`src/lsp_pkg.sv`:
```
// Shared constants, operation codes and inter-module types of the lottery pick block.
package lsp_pkg;

    localparam int SLOT_COUNT_DEF  = 64;
    localparam int TICKET_BITS_DEF = 16;

    localparam int OP_W        = 2;
    localparam int SLOT_PORT_W = 6;
    localparam int VALUE_W     = 16;
    localparam int RAND_W      = 31;
    localparam int WIN_W       = 22;

    localparam logic [OP_W-1:0] OP_SET_TICKETS  = 2'd0;
    localparam logic [OP_W-1:0] OP_SET_RUNNABLE = 2'd1;
    localparam logic [OP_W-1:0] OP_DRAW         = 2'd2;

    // Write strobes broadcast to every cell.
    typedef struct packed {
        logic set_tickets;
        logic set_runnable;
        logic runnable;
    } lsp_wr_t;

    // Control part of the word that walks along the row of cells.
    typedef struct packed {
        logic token;
        logic hit;
    } lsp_walk_t;

endpackage

```
`src/lsp_mod.sv`:
```
// Restoring remainder unit: random value mod (total + 1), one dividend bit per cycle.
module lsp_mod
    import lsp_pkg::*;
#(
    parameter int SUM_W = 22
) (
    input  logic              aclk,
    input  logic              aresetn,
    input  logic              start,
    input  logic [RAND_W-1:0] dividend,
    input  logic [SUM_W-1:0]  total,
    output logic              done,
    output logic [SUM_W-1:0]  remainder
);

    localparam int CNT_W = $clog2(RAND_W + 1);

    logic [SUM_W:0]    rem_reg, rem_next;
    logic [SUM_W:0]    div_reg, div_next;
    logic [RAND_W-1:0] dvd_reg, dvd_next;
    logic [CNT_W-1:0]  cnt_reg, cnt_next;
    logic              busy_reg, busy_next;
    logic              done_reg, done_next;

    logic [SUM_W+1:0]  shifted;
    logic [SUM_W+1:0]  trial;

    assign shifted = {rem_reg, dvd_reg[RAND_W-1]};
    assign trial   = shifted - {1'b0, div_reg};

    always_comb begin
        rem_next  = rem_reg;
        div_next  = div_reg;
        dvd_next  = dvd_reg;
        cnt_next  = cnt_reg;
        busy_next = busy_reg;
        done_next = 1'b0;
        if (start) begin
            rem_next  = '0;
            div_next  = {1'b0, total} + (SUM_W + 1)'(1);
            dvd_next  = dividend;
            cnt_next  = CNT_W'(RAND_W);
            busy_next = 1'b1;
        end else if (busy_reg) begin
            // The partial remainder stays below the divisor, so it fits SUM_W+1 bits.
            if (shifted >= {1'b0, div_reg}) begin
                rem_next = trial[SUM_W:0];
            end else begin
                rem_next = shifted[SUM_W:0];
            end
            dvd_next = {dvd_reg[RAND_W-2:0], 1'b0};
            cnt_next = cnt_reg - CNT_W'(1);
            if (cnt_reg == CNT_W'(1)) begin
                busy_next = 1'b0;
                done_next = 1'b1;
            end
        end
    end

    always_ff @(posedge aclk) begin
        if (!aresetn) begin
            busy_reg <= 1'b0;
            done_reg <= 1'b0;
            cnt_reg  <= '0;
        end else begin
            busy_reg <= busy_next;
            done_reg <= done_next;
            cnt_reg  <= cnt_next;
        end
    end

    always_ff @(posedge aclk) begin
        rem_reg <= rem_next;
        div_reg <= div_next;
        dvd_reg <= dvd_next;
    end

    assign done      = done_reg;
    assign remainder = rem_reg[SUM_W-1:0];

endmodule

```
`config.mk`:
```
export PLATFORM = sky130hd
export DESIGN_NAME = lsp_mod
export DESIGN_NICKNAME = d
export VERILOG_FILES = /design/src/lsp_pkg.sv /design/src/lsp_mod.sv
export SDC_FILE = /design/constraint.sdc
export NUM_CORES = 1
export LEC_CHECK = 0
export ABC_CLOCK_PERIOD_IN_PS = 2900
export BUFFER_PORTS_ARGS = -buffer_cell sky130_fd_sc_hd__buf_4
export CORE_ASPECT_RATIO = 0.6
export CORE_MARGIN = 1.5
export CORE_UTILIZATION = 58
export CTS_CLUSTER_DIAMETER = 60
export DETAILED_ROUTE_END_ITERATION = 8
export HOLD_SLACK_MARGIN = 0.1
export PLACE_DENSITY = 0.8
export SLEW_MARGIN = 20
export SYNTH_ARGS = -nofsm -noshare
export SYNTH_HDL_FRONTEND = slang
export SYNTH_SLANG_ARGS = --single-unit
```
`constraint.sdc`:
```
create_clock -name aclk -period 2.9 [get_ports aclk]
set_input_delay 0.58 -clock aclk [delete_from_list [all_inputs] [get_ports aclk]]
set_output_delay 0.58 -clock aclk [all_outputs]
set_load 0.005 [all_outputs]
```
# [Word level (Yosys, flattened, before mapping)]
# Cells that the tools add are included.
[word_totals] register_bits=84 inputBits=56 out_inout_bits=23 elab_cells=24
[op_classes] addsub=3 magnitude_cmp=1 n_eq_ne=1 mux=9 n_bitwise=2 reduce_logical=2
[op_table] op="2-to-1 mux 31 bit" count=2
[op_table] op=">= comparator 24 x 23 -> 1 bit" count=1
[op_table] op="adder 22 x 1 -> 23 bit, second input constant" count=1
[op_table] op="2-to-1 mux 23 bit" count=1
[op_table] op="subtractor 23 bit" count=1
[op_table] op="2-to-1 mux 5 bit" count=2
[op_table] op="== test 5 x 1 -> 1 bit, second input constant" count=1
[op_table] op="subtractor 5 x 1 -> 5 bit, second input constant" count=1
[op_table] op="2-to-1 mux 1 bit" count=4
[op_table] op="OR reduction 3 bit" count=1
[op_table] op="inverter 1 bit" count=2
[op_table] op="nonzero test 2 bit" count=1

# [Logic depth before layout (Yosys ltp)]
[logic_depth] word_depth=4 depth_mapped=11 mapped_depth_nobuf=10

# [Worst setup path after synthesis]
# No wires, ideal clock.
[synth_timing] path_type="register -> register" from="reg div_reg[0]" to="reg rem_reg[15]" setup_ps=88 arrival_time_ps=2382 required_ps=2812 slack_ps=430 stages_incl_launch_ff=10 path_buffers=0 period_less_slack_ps=2470 cell_sequence="edfxtp_1 ha_1 fa_1 nand2b_1 a211oi_2 nor3_2 o21ai_4 o21ai_4 or3_1 a311oi_2"
[synth_via] elab_chain_cells=2 word_cells_on_any_way=3 classes_between="add/sub: 1; order compare: 1; mux: 1"
[synth_lines] element="from (decl)" line="lsp_mod.sv:19" text="logic [SUM_W:0] div_reg, div_next;"
[synth_lines] element="from (signal assigned)" line="lsp_mod.sv:74" text="div_reg <= div_next;"
[synth_lines] element="subtractor 23 bit or >= comparator 24 x 23 -> 1 bit (tied branches)" line="lsp_mod.sv:29, lsp_mod.sv:46"
[synth_lines] element="2-to-1 mux 23 bit *" line="lsp_mod.sv:46" text="if (shifted >= {1'b0, div_reg}) begin"
[synth_lines] element="to (signal assigned)" line="lsp_mod.sv:73" text="rem_reg <= rem_next;"
[synth_lines] element="to (decl)" line="lsp_mod.sv:18" text="logic [SUM_W:0] rem_reg, rem_next;"
# Every way passes the cells marked *; elsewhere a longest branch is shown, timed or not.
# A chain may end at the register's enable or synchronous reset.

# [Worst setup path in the final report]
[layout_timing] from="reg div_reg[0]" to="reg rem_reg[17]"
# The elaborated chain is that of the path after synthesis.

==> summary.txt <==
Cells and area
  • Final nets: 663
  • Diodes inserted: 0
  • Share of layout cells above drive strength 1: 27.86%
  • Non-filler cells, final: 697
  • Largest register FFs: 31
  • Layout area overhead: 16.29%
  • FILL cells: 648

Synth
  • Asr flop ratio synth: 0%
  • Ys Warns: 0
  • Post-Syn Area: between 5000 and 6000 um2
  • Yosys top cell by area: edfxtp_1
  • Post-synthesis mux area share: under 10%
  • Register area share after synthesis: about 42%
  • Syn Inst Count: around 510
  • Mapped Avg Cell Area: slightly above 10 um2
  • Xor-xnor portion of the synthesized cell area: under 10%
  • Synth Area in Simple Gates: between 10% and 20%
  • Post-Synth Adder-Cell Area: under 10%
  • Largest family of logic cells by synthesized area: compound AO/OA/AOI/OAI gates
  • FF+latch count, synth: 84
  • Number of synthesized flops with an enable pin: between 50 and 60
  • Primary FF master, synth: edfxtp_1
  • Syn nets: 596
  • Synth top area cells: edfxtp_1 31%, dfxtp_1 11%, mux2_2 6.8%
  • Post-synthesis cell type count: between 60 and 70
  • Compound-cell area share of the yosys netlist: between 10% and 20%
  • Area share of the largest cell type after synthesis: a little under a third

Clock tree
  • Worst-path clk slew: 0.06 ns
  • Clock sinks: 84
  • CTS Buf Count: 9
  • CTS tree: yes
  • CTS Hold Bufs: 0
  • Latest clock arrival within the worst-skew pair: about 0.35 ns
  • Max clock buf depth: 2
  • Clock root cell: clkbuf_16
  • H-tree Lvls: 3

Floorplan
  • DIE HEIGHT: approximately 77 um
  • I/O Pins: 79
  • Die area: 9670 um2
  • Die Wd: ~130 um
  • Initial Utilization: about three fifths
  • Core Region: ~8700 um2
  • Row cnt: 26

Critical path
  • CP startpoint kind: flip-flop
  • CP peak stage delay: between 0.4 and 0.5 ns
  • Reg2Reg Depth: 10
  • Worst-path maximum fanout: 7
  • Slowest CP cell: fa_1
  • Cell repeated most along the worst path: o21ai_4
  • CP required: around 3.2 ns
  • Critical setup path kind: reg2reg
  • Critical path arrival: ~3.1 ns
  • CP Capture Type: flip-flop
  • Critical path cell sequence: ha_1 > fa_1 > nand2b_4 > a211oi_4 > nor3_4 > o21ai_4 > o21ai_4 > buf_4 > or2_2 > o211ai_1

Routing
  • First-pass DRT Iterations: 7
  • Met3 wire length: approximately 1000 um
  • DRC Markers: 5
  • WL met1: between 5000 and 6000 um
  • Via density: 5.789
  • Top sig layer: met4
  • Final Routed Wirelength: around 12000 um
  • DR vias: 4035
  • Post-DRT Antenna Nets: 0
  • Met2 Wirelength: roughly 5000 um
  • Starting DRT DRC Count: about 520
  • Drt wl/cell: ~17 um

Placed design
  • Post-Place Cells: 675
  • Gpl congestion: between 0.8 and 0.9
  • Post-DP HPWL: 8844 um
  • IO buf count: between 70 and 80

Global route
  • Overall global routing resource usage: 24.96%
  • Initial antenna violation count: 0
  • Total grt overflow: 0
  • Largest net degree at the start of global routing: 51
  • Number of global-route vias before repair: roughly 3700
  • First-pass GRT wire length: between 15000 and 20000 um

Timing
  • Final setup fails: 0
  • Worst Skew: between 0.006 and 0.007 ns
  • Worst slew margin relative to its limit: around 59%
  • Worst Tran Pin Value: 0.6128 ns
  • Fmax achieved: roughly 360 MHz
  • Clock period minus worst slack: about 2.8 ns
  • Setup TNS: 0 ns
  • Unrepaired setup endpoints after global routing: false
  • Final Cycle Share: a little over nine tenths
  • Hold Violations, Final: 0
  • Final Max Tran Viols: 0

Power
  • Lkg Pwr: 2.681 nW
  • Peak VDD IR: approximately 0.38 mV
  • Overall Power: 3.142 mW
  • Pwr Density: 513.5 nW/um2

Hold path
  • Worst hold stages: 2
  • Worst hold path type: reg2reg

Outcome
  • Failing checks: design-rule violations
  • Run status: finished, violations left

Job
  • Max Cap Viol: 0
per-layer routing:
layer,track usage [%],up-vias
met3,6.281,17
li1,-,1966
met4,7.586,0
met2,35.71,164
met5,0,-
met1,37.06,1888
report_power, final:
part           switching [mW]  leakage, nW  internal [mW]
Sequential             0.0483        0.783           1.38
Clock                   0.480        0.146          0.634
Combinational           0.319         1.75          0.278
critical path: cells and delay by family (launching register included):
kind | cells | cell delay [ns]
adder cells (fa/ha/maj) | 2 | 0.65
buffers and inverters | 1 | 0.20
AO/OA/AOI/OAI | 4 | 0.87
AND/OR/NAND/NOR | 3 | 0.61
flip-flops | 1 | 0.37
cell usage after synthesis (8+ instances only):
master and number:
a211oi_1 8, a21o_1 10, a21oi_1 19, buf_4 22
dfxtp_1 30, edfxtp_1 54, ha_1 26, inv_1 34
mux2_2 32, mux2i_1 12, nand2_1 40, nand3_1 15
nor2_1 41, nor3_1 10, o21ai_0 18, xnor2_1 20
xor2_1 20
cell type report:
cell class                 count  area (um2)  share of cell area, %
multi-input combinational    356        2630                  42.99
clock inverter                 5       31.28                 0.5112
timing repair buffer          95       713.2                  11.66
inverter                      34       127.6                  2.086
tap                          112       140.1                  2.290
clock buffer                  11       254.0                  4.151
sequential                    84        2222                  36.32
kinds of logic (layout without fill, tap and decap cells):
logic type | Yosys count | count (layout)
and+or+nand+nor | 144 | 144
AOI/OAI and AO/OA | 100 | 101
DFF | 84 | 84
buffers and inverters | 74 | 145
muxes | 44 | 44
xor gates and xnor gates | 40 | 40
adders and majority gates | 27 | 27
worst paths after layout:
| kind | startpoint | end | slack, ns |
|---|---|---|---|
| max | div_reg[0] | rem_reg[17] | 0.12 |
| min | rem_reg[1] | rem_reg[1] | 0.51 |
| min reg2reg | rem_reg[1] | rem_reg[1] | 0.51 |
| max reg2reg | div_reg[0] | rem_reg[17] | 0.12 |
repair_timing:
action,CTS,global route
endpoints found under the setup margin,0,7
buffers inserted,0,5
resized for setup,0,5
metrics by stage:
step                hold WS [ns]  util (%)  setup WS [ns]  area (um2)
floorplan                 0.4687         -         0.4302        5261
global placement          0.4964     66.63         0.2101        5766
detailed placement        0.5022     66.63         0.1143        5766
CTS                       0.5100     69.92         0.1104        6051
global route              0.5190     70.71       0.005616        6118
finish                    0.5058     70.71         0.1162        6118
cells in the final DEF (no fill, tap or decap), types with 3 or more instances in the layout:
cell,n
buf_4,95
edfxtp_1,54
nor2_1,41
nand2_1,40
inv_1,34
mux2_2,32
dfxtp_1,30
ha_1,26
xor2_1,20
xnor2_1,20
a21oi_1,19
o21ai_0,16
nand3_1,15
mux2i_1,12
nor3_1,10
a21o_1,10
clkbuf_16,10
a211oi_1,8
and3_1,6
nand4_1,6
o21a_1,6
a31oi_1,5
and4_1,4
nor2b_1,4
a311oi_1,4
a211o_1,3
o211ai_1,3
(Power assumes the default switching activity.)
