[config.mk]
export PLATFORM = sky130hd
export DESIGN_NAME = lsp_cell
export DESIGN_NICKNAME = d
export VERILOG_FILES = /design/src/lsp_pkg.sv /design/src/lsp_cell.sv
export SDC_FILE = /design/constraint.sdc
export NUM_CORES = 1
export LEC_CHECK = 0
export ABC_AREA = 1
export BUFFER_PORTS_ARGS = -buffer_cell sky130_fd_sc_hd__buf_2
export CAP_MARGIN = 20
export CELL_PAD_IN_SITES_DETAIL_PLACEMENT = 0
export CELL_PAD_IN_SITES_GLOBAL_PLACEMENT = 1
export CORE_MARGIN = 4
export CORE_UTILIZATION = 31
export CTS_CLUSTER_SIZE = 30
export DETAILED_ROUTE_END_ITERATION = 12
export PLACE_DENSITY_LB_ADDON = 0.1
export SYNTH_ARGS = -nofsm -noshare
export SYNTH_HDL_FRONTEND = slang
export SYNTH_SLANG_ARGS = --single-unit
[constraint.sdc]
create_clock -name aclk -period 2.8 [get_ports aclk]
set_input_delay 0.56 -clock aclk [delete_from_list [all_inputs] [get_ports aclk]]
set_output_delay 0.56 -clock aclk [all_outputs]
set_load 0.03 [all_outputs]
[src/lsp_pkg.sv]
// Shared constants, operation codes and inter-module types of the lottery pick block.
package lsp_pkg;

    localparam int SLOT_COUNT_DEF  = 64;
    localparam int TICKET_BITS_DEF = 16;

    localparam int OP_W        = 2;
    localparam int SLOT_PORT_W = 6;
    localparam int VALUE_W     = 16;
    localparam int RAND_W      = 31;
    localparam int WIN_W       = 22;

    localparam logic [OP_W-1:0] OP_SET_TICKETS  = 2'd0;
    localparam logic [OP_W-1:0] OP_SET_RUNNABLE = 2'd1;
    localparam logic [OP_W-1:0] OP_DRAW         = 2'd2;

    // Write strobes broadcast to every cell.
    typedef struct packed {
        logic set_tickets;
        logic set_runnable;
        logic runnable;
    } lsp_wr_t;

    // Control part of the word that walks along the row of cells.
    typedef struct packed {
        logic token;
        logic hit;
    } lsp_walk_t;

endpackage

[src/lsp_cell.sv]
// One slot of the lottery table: ticket count, runnable flag and one walk stage.
module lsp_cell
    import lsp_pkg::*;
#(
    parameter int SLOT_W      = 6,
    parameter int TICKET_BITS = TICKET_BITS_DEF,
    parameter int SUM_W       = 22,
    parameter int INDEX       = 0
) (
    input  logic                   aclk,
    input  logic                   aresetn,
    input  lsp_wr_t                wr,
    input  logic [SLOT_PORT_W-1:0] wr_slot,
    input  logic [TICKET_BITS-1:0] wr_tickets,
    output logic [TICKET_BITS-1:0] old_tickets,
    input  logic [SUM_W-1:0]       winning,
    input  lsp_walk_t              walk_in,
    input  logic [SUM_W-1:0]       sum_in,
    input  logic [SLOT_W-1:0]      idx_in,
    output lsp_walk_t              walk_out,
    output logic [SUM_W-1:0]       sum_out,
    output logic [SLOT_W-1:0]      idx_out
);

    localparam int CMP_W = SLOT_PORT_W + SLOT_W;

    logic [TICKET_BITS-1:0] ticket_reg, ticket_next;
    logic                   runnable_reg, runnable_next;
    lsp_walk_t              walk_reg, walk_next;
    logic [SUM_W-1:0]       sum_reg, sum_next;
    logic [SLOT_W-1:0]      idx_reg, idx_next;

    logic             match;
    logic             take;
    logic             reach;
    logic [SUM_W-1:0] sum_add;

    assign match       = (CMP_W'(wr_slot) == CMP_W'(INDEX));
    assign old_tickets = match ? ticket_reg : '0;

    assign sum_add = sum_in + SUM_W'(ticket_reg);
    assign take    = walk_in.token && !walk_in.hit && runnable_reg;
    assign reach   = (sum_add >= winning);

    always_comb begin
        ticket_next   = ticket_reg;
        runnable_next = runnable_reg;
        if (wr.set_tickets && match) begin
            ticket_next = wr_tickets;
        end
        if (wr.set_runnable && match) begin
            runnable_next = wr.runnable;
        end

        walk_next.token = walk_in.token;
        walk_next.hit   = walk_in.hit || (take && reach);
        sum_next        = take ? sum_add : sum_in;
        idx_next        = (take && reach) ? SLOT_W'(INDEX) : idx_in;
    end

    always_ff @(posedge aclk) begin
        if (!aresetn) begin
            ticket_reg   <= '0;
            runnable_reg <= 1'b0;
            walk_reg     <= '0;
        end else begin
            ticket_reg   <= ticket_next;
            runnable_reg <= runnable_next;
            walk_reg     <= walk_next;
        end
    end

    always_ff @(posedge aclk) begin
        sum_reg <= sum_next;
        idx_reg <= idx_next;
    end

    assign walk_out = walk_reg;
    assign sum_out  = sum_reg;
    assign idx_out  = idx_reg;

endmodule

======== After elaboration in Yosys (flattened, before gate mapping) ========
Cells that the tools add are included.
cells by class
  add/sub/neg operators ................... 1
  order comparisons ....................... 1
  multiplexer cells ....................... 2
  reduce and logical (&&, ||, !) cells .... 8
operator list
  kind                                       count
  22-bit by 16-bit adder with 22-bit output  1
  22-bit >= comparator                       1
  22-bit 2-to-1 mux                          1
  16-bit 2-to-1 mux                          1
  6-bit zero test                            1
  1-bit logical AND                          5
  1-bit zero test                            1
  1-bit logical OR                           1
storage, ports and cells
  bits in registers ....................... 47
  input port bits ......................... 79
  output and inout bits ................... 46
  word-level logic and storage cells ...... 18

======== Longest topological paths before layout ========
  depth after elaboration ................. 5
  mapped depth ............................ 24
  gate-level depth less buffers ........... 24

======== Least setup slack after synthesis ========
Ideal clock, no wire load.
  path kind ............................... in2reg
  start point ............................. in sum_in[0]
  end point ............................... reg idx_reg[0] (netlist: idx_out[0])
  library setup time ...................... 0.112 ns
  data arrival time ....................... 2.897 ns
  required time ........................... 2.688 ns
  slack ................................... -0.209 ns
  stages on the path ...................... 24
  path buffers ............................ 0
  cells stage by stage .................... ha_1 -> inv_1 -> fa_1 -> inv_1 -> nand3_1 -> nand3_1 -> nand2_1 -> nand2_1 -> nand3_1 -> nand2_1 -> nand3_1 -> and2_1 -> ha_1 -> nand2_1 -> nor2_1 -> nand2_1 -> nor2_1 -> nand2_1 -> nand2_1 -> nor2_1 -> nand2_1 -> nand2_1 -> inv_2 -> nor2_1
between the ends
  longest elaborated chain between the ends .. 3
ends and longest elaborated chain
  element                                    RTL line        RTL
  start: declaration                         lsp_cell.sv:18  input logic [SUM_W-1:0] sum_in,
  22-bit by 16-bit adder with 22-bit output  lsp_cell.sv:41  assign sum_add = sum_in + SUM_W'(ticket_reg);
  22-bit >= comparator                       lsp_cell.sv:43  assign reach = (sum_add >= winning);
  1-bit logical AND                          lsp_cell.sv:58  idx_next = (take && reach) ? SLOT_W'(INDEX) : idx_in;
  end signal: assignment                     lsp_cell.sv:75  idx_reg <= idx_next;
  end: declaration                           lsp_cell.sv:31  logic [SLOT_W-1:0] idx_reg, idx_next;
Every way passes these cells.
A chain may end at the register's enable or synchronous reset.

======== Final worst setup path ========
  start point ............................. reg ticket_reg[0]
  end point ............................... reg idx_reg[4] (netlist: idx_out[4])
between the ends
  longest elaborated chain between the ends .. 3
ends and longest elaborated chain
  element                                    RTL line        RTL
  start: declaration                         lsp_cell.sv:27  logic [TICKET_BITS-1:0] ticket_reg, ticket_next;
  start signal: assignment                   lsp_cell.sv:67  ticket_reg <= ticket_next;
  22-bit by 16-bit adder with 22-bit output  lsp_cell.sv:41
  22-bit >= comparator                       lsp_cell.sv:43
  1-bit logical AND                          lsp_cell.sv:58
Every way passes these cells.

==> impl_results.html <==
<table>
<tr><th>Metric</th><th>Value</th></tr>
<tr><th colspan="2">Die</th></tr>
<tr><td>Die height</td><td>116 um</td></tr>
<tr><td>Number of I/O pins</td><td>125</td></tr>
<tr><td>Placement Rows</td><td>39</td></tr>
<tr><td>Horizontal die dimension</td><td>116 um</td></tr>
<tr><td>Overall die area</td><td>0.0135 mm2</td></tr>
<tr><td>Effective utilization at floorplan</td><td>between 30% and 40%</td></tr>
<tr><td>Core ar.</td><td>about 0.011 mm2</td></tr>
<tr><th colspan="2">Final layout</th></tr>
<tr><td>Share of final-layout standard cells stronger than drive strength 1</td><td>38.1%</td></tr>
<tr><td>Flip-flop count of the largest register, all copies and words added</td><td>22</td></tr>
<tr><td>Util after Layout</td><td>a little under half</td></tr>
<tr><td>Ant diodes</td><td>0</td></tr>
<tr><td>Final layout net count</td><td>888</td></tr>
<tr><td>Post-synthesis to final-layout area growth</td><td>50.9%</td></tr>
<tr><th colspan="2">Routing</th></tr>
<tr><td>Vias per inst</td><td>4.42</td></tr>
<tr><td>Met3 Routed Length</td><td>791 um</td></tr>
<tr><td>Post-detailed-routing wire length</td><td>approximately 12 mm</td></tr>
<tr><td>Number of detailed-route iterations in the first pass</td><td>4</td></tr>
<tr><td>Met2 wire length</td><td>5.27 mm</td></tr>
<tr><td>Highest signal layer in the routed design</td><td>met4</td></tr>
<tr><td>Vias after detailed routing</td><td>between 4000 and 5000</td></tr>
<tr><td>Final routed DRC violation total</td><td>0</td></tr>
<tr><td>Post-detailed-route count of antenna-violating nets</td><td>0</td></tr>
<tr><td>Number of DRC markers after the initial detailed-route iteration</td><td>slightly below 200</td></tr>
<tr><td>DRT met1 WL</td><td>5.78 mm</td></tr>
<tr><td>Detail-routed net length per standard cell</td><td>13.2 um</td></tr>
<tr><th colspan="2">CTS</th></tr>
<tr><td>Clock latency of the later-clocked register in the worst-skew pair</td><td>0.30 ns</td></tr>
<tr><td>Clock transition time at the flip-flop clock pins of the worst setup and hold paths</td><td>0.06 ns</td></tr>
<tr><td>Number of buffers inserted during clock tree synthesis</td><td>5</td></tr>
<tr><td>Level count of the clock H-tree</td><td>2</td></tr>
<tr><td>Root buffer cell</td><td>sky130_fd_sc_hd__clkbuf_16</td></tr>
<tr><td>Clock tree from TritonCTS</td><td>yes</td></tr>
<tr><td>Number of sinks handled by clock tree synthesis</td><td>47</td></tr>
<tr><td>Worst-case clock buffer depth</td><td>2</td></tr>
<tr><td>Post-cts hold buffer count</td><td>0</td></tr>
<tr><th colspan="2">Critical path</th></tr>
<tr><td>Req. time, crit path</td><td>3.00 ns</td></tr>
<tr><td>Cell Chain, Critical Path</td><td>ha_4 &gt; inv_2 &gt; fa_2 &gt; inv_2 &gt; nand3_2 &gt; nand3_4 &gt; nand2_2 &gt; nand2_2 &gt; nand3_2 &gt; nand2_2 &gt; nand3_2 &gt; and2_4 &gt; ha_4 &gt; nand2_2 &gt; nor2_2 &gt; nand2_1 &gt; nor2_1 &gt; nand2_1 &gt; nand2_1 &gt; nor2_1 &gt; nand2_1 &gt; nand2_4 &gt; inv_8 &gt; nor2_4</td></tr>
<tr><td>CP Data Arrival Time</td><td>approximately 3.2 ns</td></tr>
<tr><td>Worst Path Max Fanout</td><td>6</td></tr>
<tr><td>Largest delay share family, worst path</td><td>simple AND/OR/NAND/NOR gates</td></tr>
<tr><td>Master of the slowest instance on the critical path</td><td>sky130_fd_sc_hd__fa_2</td></tr>
<tr><td>Buffers and inverters on the worst path</td><td>3</td></tr>
<tr><td>Startpoint class of the critical path</td><td>register</td></tr>
<tr><td>Critical setup path kind</td><td>reg2reg</td></tr>
<tr><td>Endpoint kind of the worst setup timing path</td><td>register</td></tr>
<tr><td>CP max stage delay</td><td>0.39 ns</td></tr>
<tr><th colspan="2">Yosys</th></tr>
<tr><td>Post-Synthesis Cell Area</td><td>0.00362 mm2</td></tr>
<tr><td>Seq cells post-synth</td><td>between 40 and 50</td></tr>
<tr><td>Area share of the largest cell type after synthesis</td><td>between 20% and 30%</td></tr>
<tr><td>Part of the Yosys area used for sequential elements</td><td>26.0%</td></tr>
<tr><td>Synthesis Warnings</td><td>0</td></tr>
<tr><td>Post-synthesis net count</td><td>between 700 and 800</td></tr>
<tr><td>Leading post-synthesis cells by cell area</td><td>sky130_fd_sc_hd__dfxtp_1 26%, sky130_fd_sc_hd__nand2_1 20%, sky130_fd_sc_hd__ha_1 13%</td></tr>
<tr><td>Synth area leader</td><td>sky130_fd_sc_hd__dfxtp_1</td></tr>
<tr><td>Average size of a mapped cell</td><td>6.19 um2</td></tr>
<tr><td>Mapped Cells</td><td>between 500 and 600</td></tr>
<tr><td>Count of unique library cells instantiated by Yosys</td><td>29</td></tr>
<tr><th colspan="2">Job</th></tr>
<tr><td>MaxCap Viol Count</td><td>0</td></tr>
<tr><th colspan="2">Timing</th></tr>
<tr><td>Final period utilization</td><td>106%</td></tr>
<tr><td>Top achievable clock speed</td><td>0.338 GHz</td></tr>
<tr><td>Slew headroom</td><td>about half</td></tr>
<tr><td>Final critical-path required period</td><td>just under 3 ns</td></tr>
<tr><td>Final Max Slew Viols</td><td>0</td></tr>
<tr><td>Fin Clk Skew</td><td>0.00675 ns</td></tr>
<tr><td>PnR worst setup slack</td><td>-0.157 ns</td></tr>
<tr><td>Final Hold Slack</td><td>about 0.45 ns</td></tr>
<tr><td>Final number of setup-violating endpoints</td><td>7</td></tr>
<tr><td>Number of hold-slack violations in the final timing report</td><td>0</td></tr>
<tr><td>RSZ-0062 raised after global routing</td><td>yes</td></tr>
<tr><td>Transition time at the pin with the least slew margin</td><td>between 0.7 and 0.8 ns</td></tr>
<tr><th colspan="2">Global route</th></tr>
<tr><td>GRT Resource Usage Total</td><td>18.3%</td></tr>
<tr><td>Grt ovf</td><td>0</td></tr>
<tr><td>Global-route wire length before repair</td><td>19.1 mm</td></tr>
<tr><td>Vias in the first global route</td><td>~4000</td></tr>
<tr><td>Pin count of the biggest net entering global routing</td><td>33</td></tr>
<tr><td>Number of antenna violations at the first check in global routing</td><td>0</td></tr>
<tr><th colspan="2">Placed design</th></tr>
<tr><td>Weighted congestion reported at the end of routability-driven placement</td><td>0.853</td></tr>
<tr><td>Count of port buffers added during placement</td><td>roughly 120</td></tr>
<tr><td>DPL Wire Length</td><td>9.80 mm</td></tr>
<tr><th colspan="2">Outcome</th></tr>
<tr><td>Run status</td><td>complete, but fails checks</td></tr>
<tr><td>Failing checks</td><td>setup timing</td></tr>
<tr><th colspan="2">Power and ir drop</th></tr>
<tr><td>Overall power consumption</td><td>about 1.9 mW</td></tr>
<tr><td>Leakage component of the power</td><td>2.95 nW</td></tr>
<tr><td>Power per unit of standard cell area</td><td>339 mW/mm2</td></tr>
<tr><td>Worst VDD drop</td><td>about 0.25 mV</td></tr>
<tr><th colspan="2">Min path</th></tr>
<tr><td>Classification of the worst-slack hold path</td><td>reg2reg</td></tr>
</table>
-- path summary, 6_finish.rpt --
kind | startpoint | endpoint | slack [ns] | cells after the start
setup / recovery | ticket_reg[0] | idx_out[4] | -0.16 | 24
hold / removal | runnable_reg | runnable_reg | 0.45 | 2
setup reg to reg | ticket_reg[0] | idx_out[4] | -0.16 | 24
hold reg to reg | runnable_reg | runnable_reg | 0.45 | 2
-- through the flow --
| step | setup TNS (ns) | setup WS, ns | std cells | cell area, um2 |
|---|---|---|---|---|
| 2_1_floorplan | -0.447 | -0.0696 | 585 | 3660 |
| 5_1_grt | -2.21 | -0.323 | 913 | 5470 |
| 6_report | -1.02 | -0.157 | 913 | 5470 |
| 3_5_place_dp | -4.38 | -0.641 | 897 | 4800 |
| 4_1_cts | -0.555 | -0.0855 | 909 | 5200 |
| 3_3_place_gp | -4.37 | -0.631 | 897 | 4800 |
-- power by group --
group | total (mW) | switching, mW | internal [mW] | leakage (nW)
registers | 0.701 | 0.00751 | 0.693 | 0.392
clock network | 0.694 | 0.277 | 0.417 | 0.0759
logic | 0.459 | 0.257 | 0.201 | 2.48
-- cells in the mapped netlist, drive strengths merged --
cell,n
a21oi,33
and2,12
buf,4
clkbuf,5
clkinv,2
dfxtp,47
fa,1
ha,38
inv,108
nand2,191
nand3,32
nand3b,7
nand4,5
nor2,60
nor3,4
o21ai,24
o22ai,1
or2,4
xnor2,1
xor2,6
-- final cells by class --
| class | instances | area (um2) |
|---|---|---|
| multi-input combinational | 419 | 2650 |
| tap | 143 | 179 |
| clock buffer | 5 | 125 |
| clock inverter | 2 | 37.5 |
| fill | 1214 | 5950 |
| inverter | 110 | 420 |
| sequential | 47 | 948 |
| timing repair buffer | 187 | 1100 |
-- metal layers --
layer	vias up	GRT usage [%]
met5	-	0
met2	103	28.9
met1	1746	25.3
met3	14	3.99
met4	0	5.10
li1	2170	-
-- timing repair --
action                     CTS  global route
resized for setup           40            52
setup endpoints to repair    7             7
setup buffers                5             4
pin swaps                   12            24
-- cells by family after synthesis --
family / count (synthesis) / share of synthesized area [%]
simple gates: 315 / 36.8
buf+inv: 119 / 12.9
compound gates: 58 / 8.87
flops: 47 / 26.0
fa+ha+maj: 39 / 13.7
xor+xnor: 7 / 1.69
-- cells in the final DEF, fill, tap and decap left out, types with 3 or more instances in the layout --
cell                        instances
sky130_fd_sc_hd__nor2_2            12
sky130_fd_sc_hd__nand2_1          165
sky130_fd_sc_hd__nand4_1            5
sky130_fd_sc_hd__buf_2            123
sky130_fd_sc_hd__nand2_4            3
sky130_fd_sc_hd__nand2_2           23
sky130_fd_sc_hd__ha_4              18
sky130_fd_sc_hd__nor2_4             4
sky130_fd_sc_hd__nand3_2            6
sky130_fd_sc_hd__xor2_1             5
sky130_fd_sc_hd__dfxtp_1           43
sky130_fd_sc_hd__nand3_1           25
sky130_fd_sc_hd__dfxtp_2            3
sky130_fd_sc_hd__buf_4             62
sky130_fd_sc_hd__a21oi_2           11
sky130_fd_sc_hd__nor2_1            44
sky130_fd_sc_hd__a21oi_1           22
sky130_fd_sc_hd__and2_1             8
sky130_fd_sc_hd__or2_1              4
sky130_fd_sc_hd__o21ai_0            4
sky130_fd_sc_hd__clkbuf_16          5
sky130_fd_sc_hd__nand3b_1           7
sky130_fd_sc_hd__inv_1            103
sky130_fd_sc_hd__and2_4             4
sky130_fd_sc_hd__ha_1              18
sky130_fd_sc_hd__inv_2              4
sky130_fd_sc_hd__o21ai_1           19
-- worst min-delay path, cell delays in order, from the launching register on --
cell and delay [ns]:
sky130_fd_sc_hd__dfxtp_1 0.31, sky130_fd_sc_hd__inv_1 0.05, sky130_fd_sc_hd__a21oi_1 0.04
Note: power is estimated with default switching activity, not from simulation.
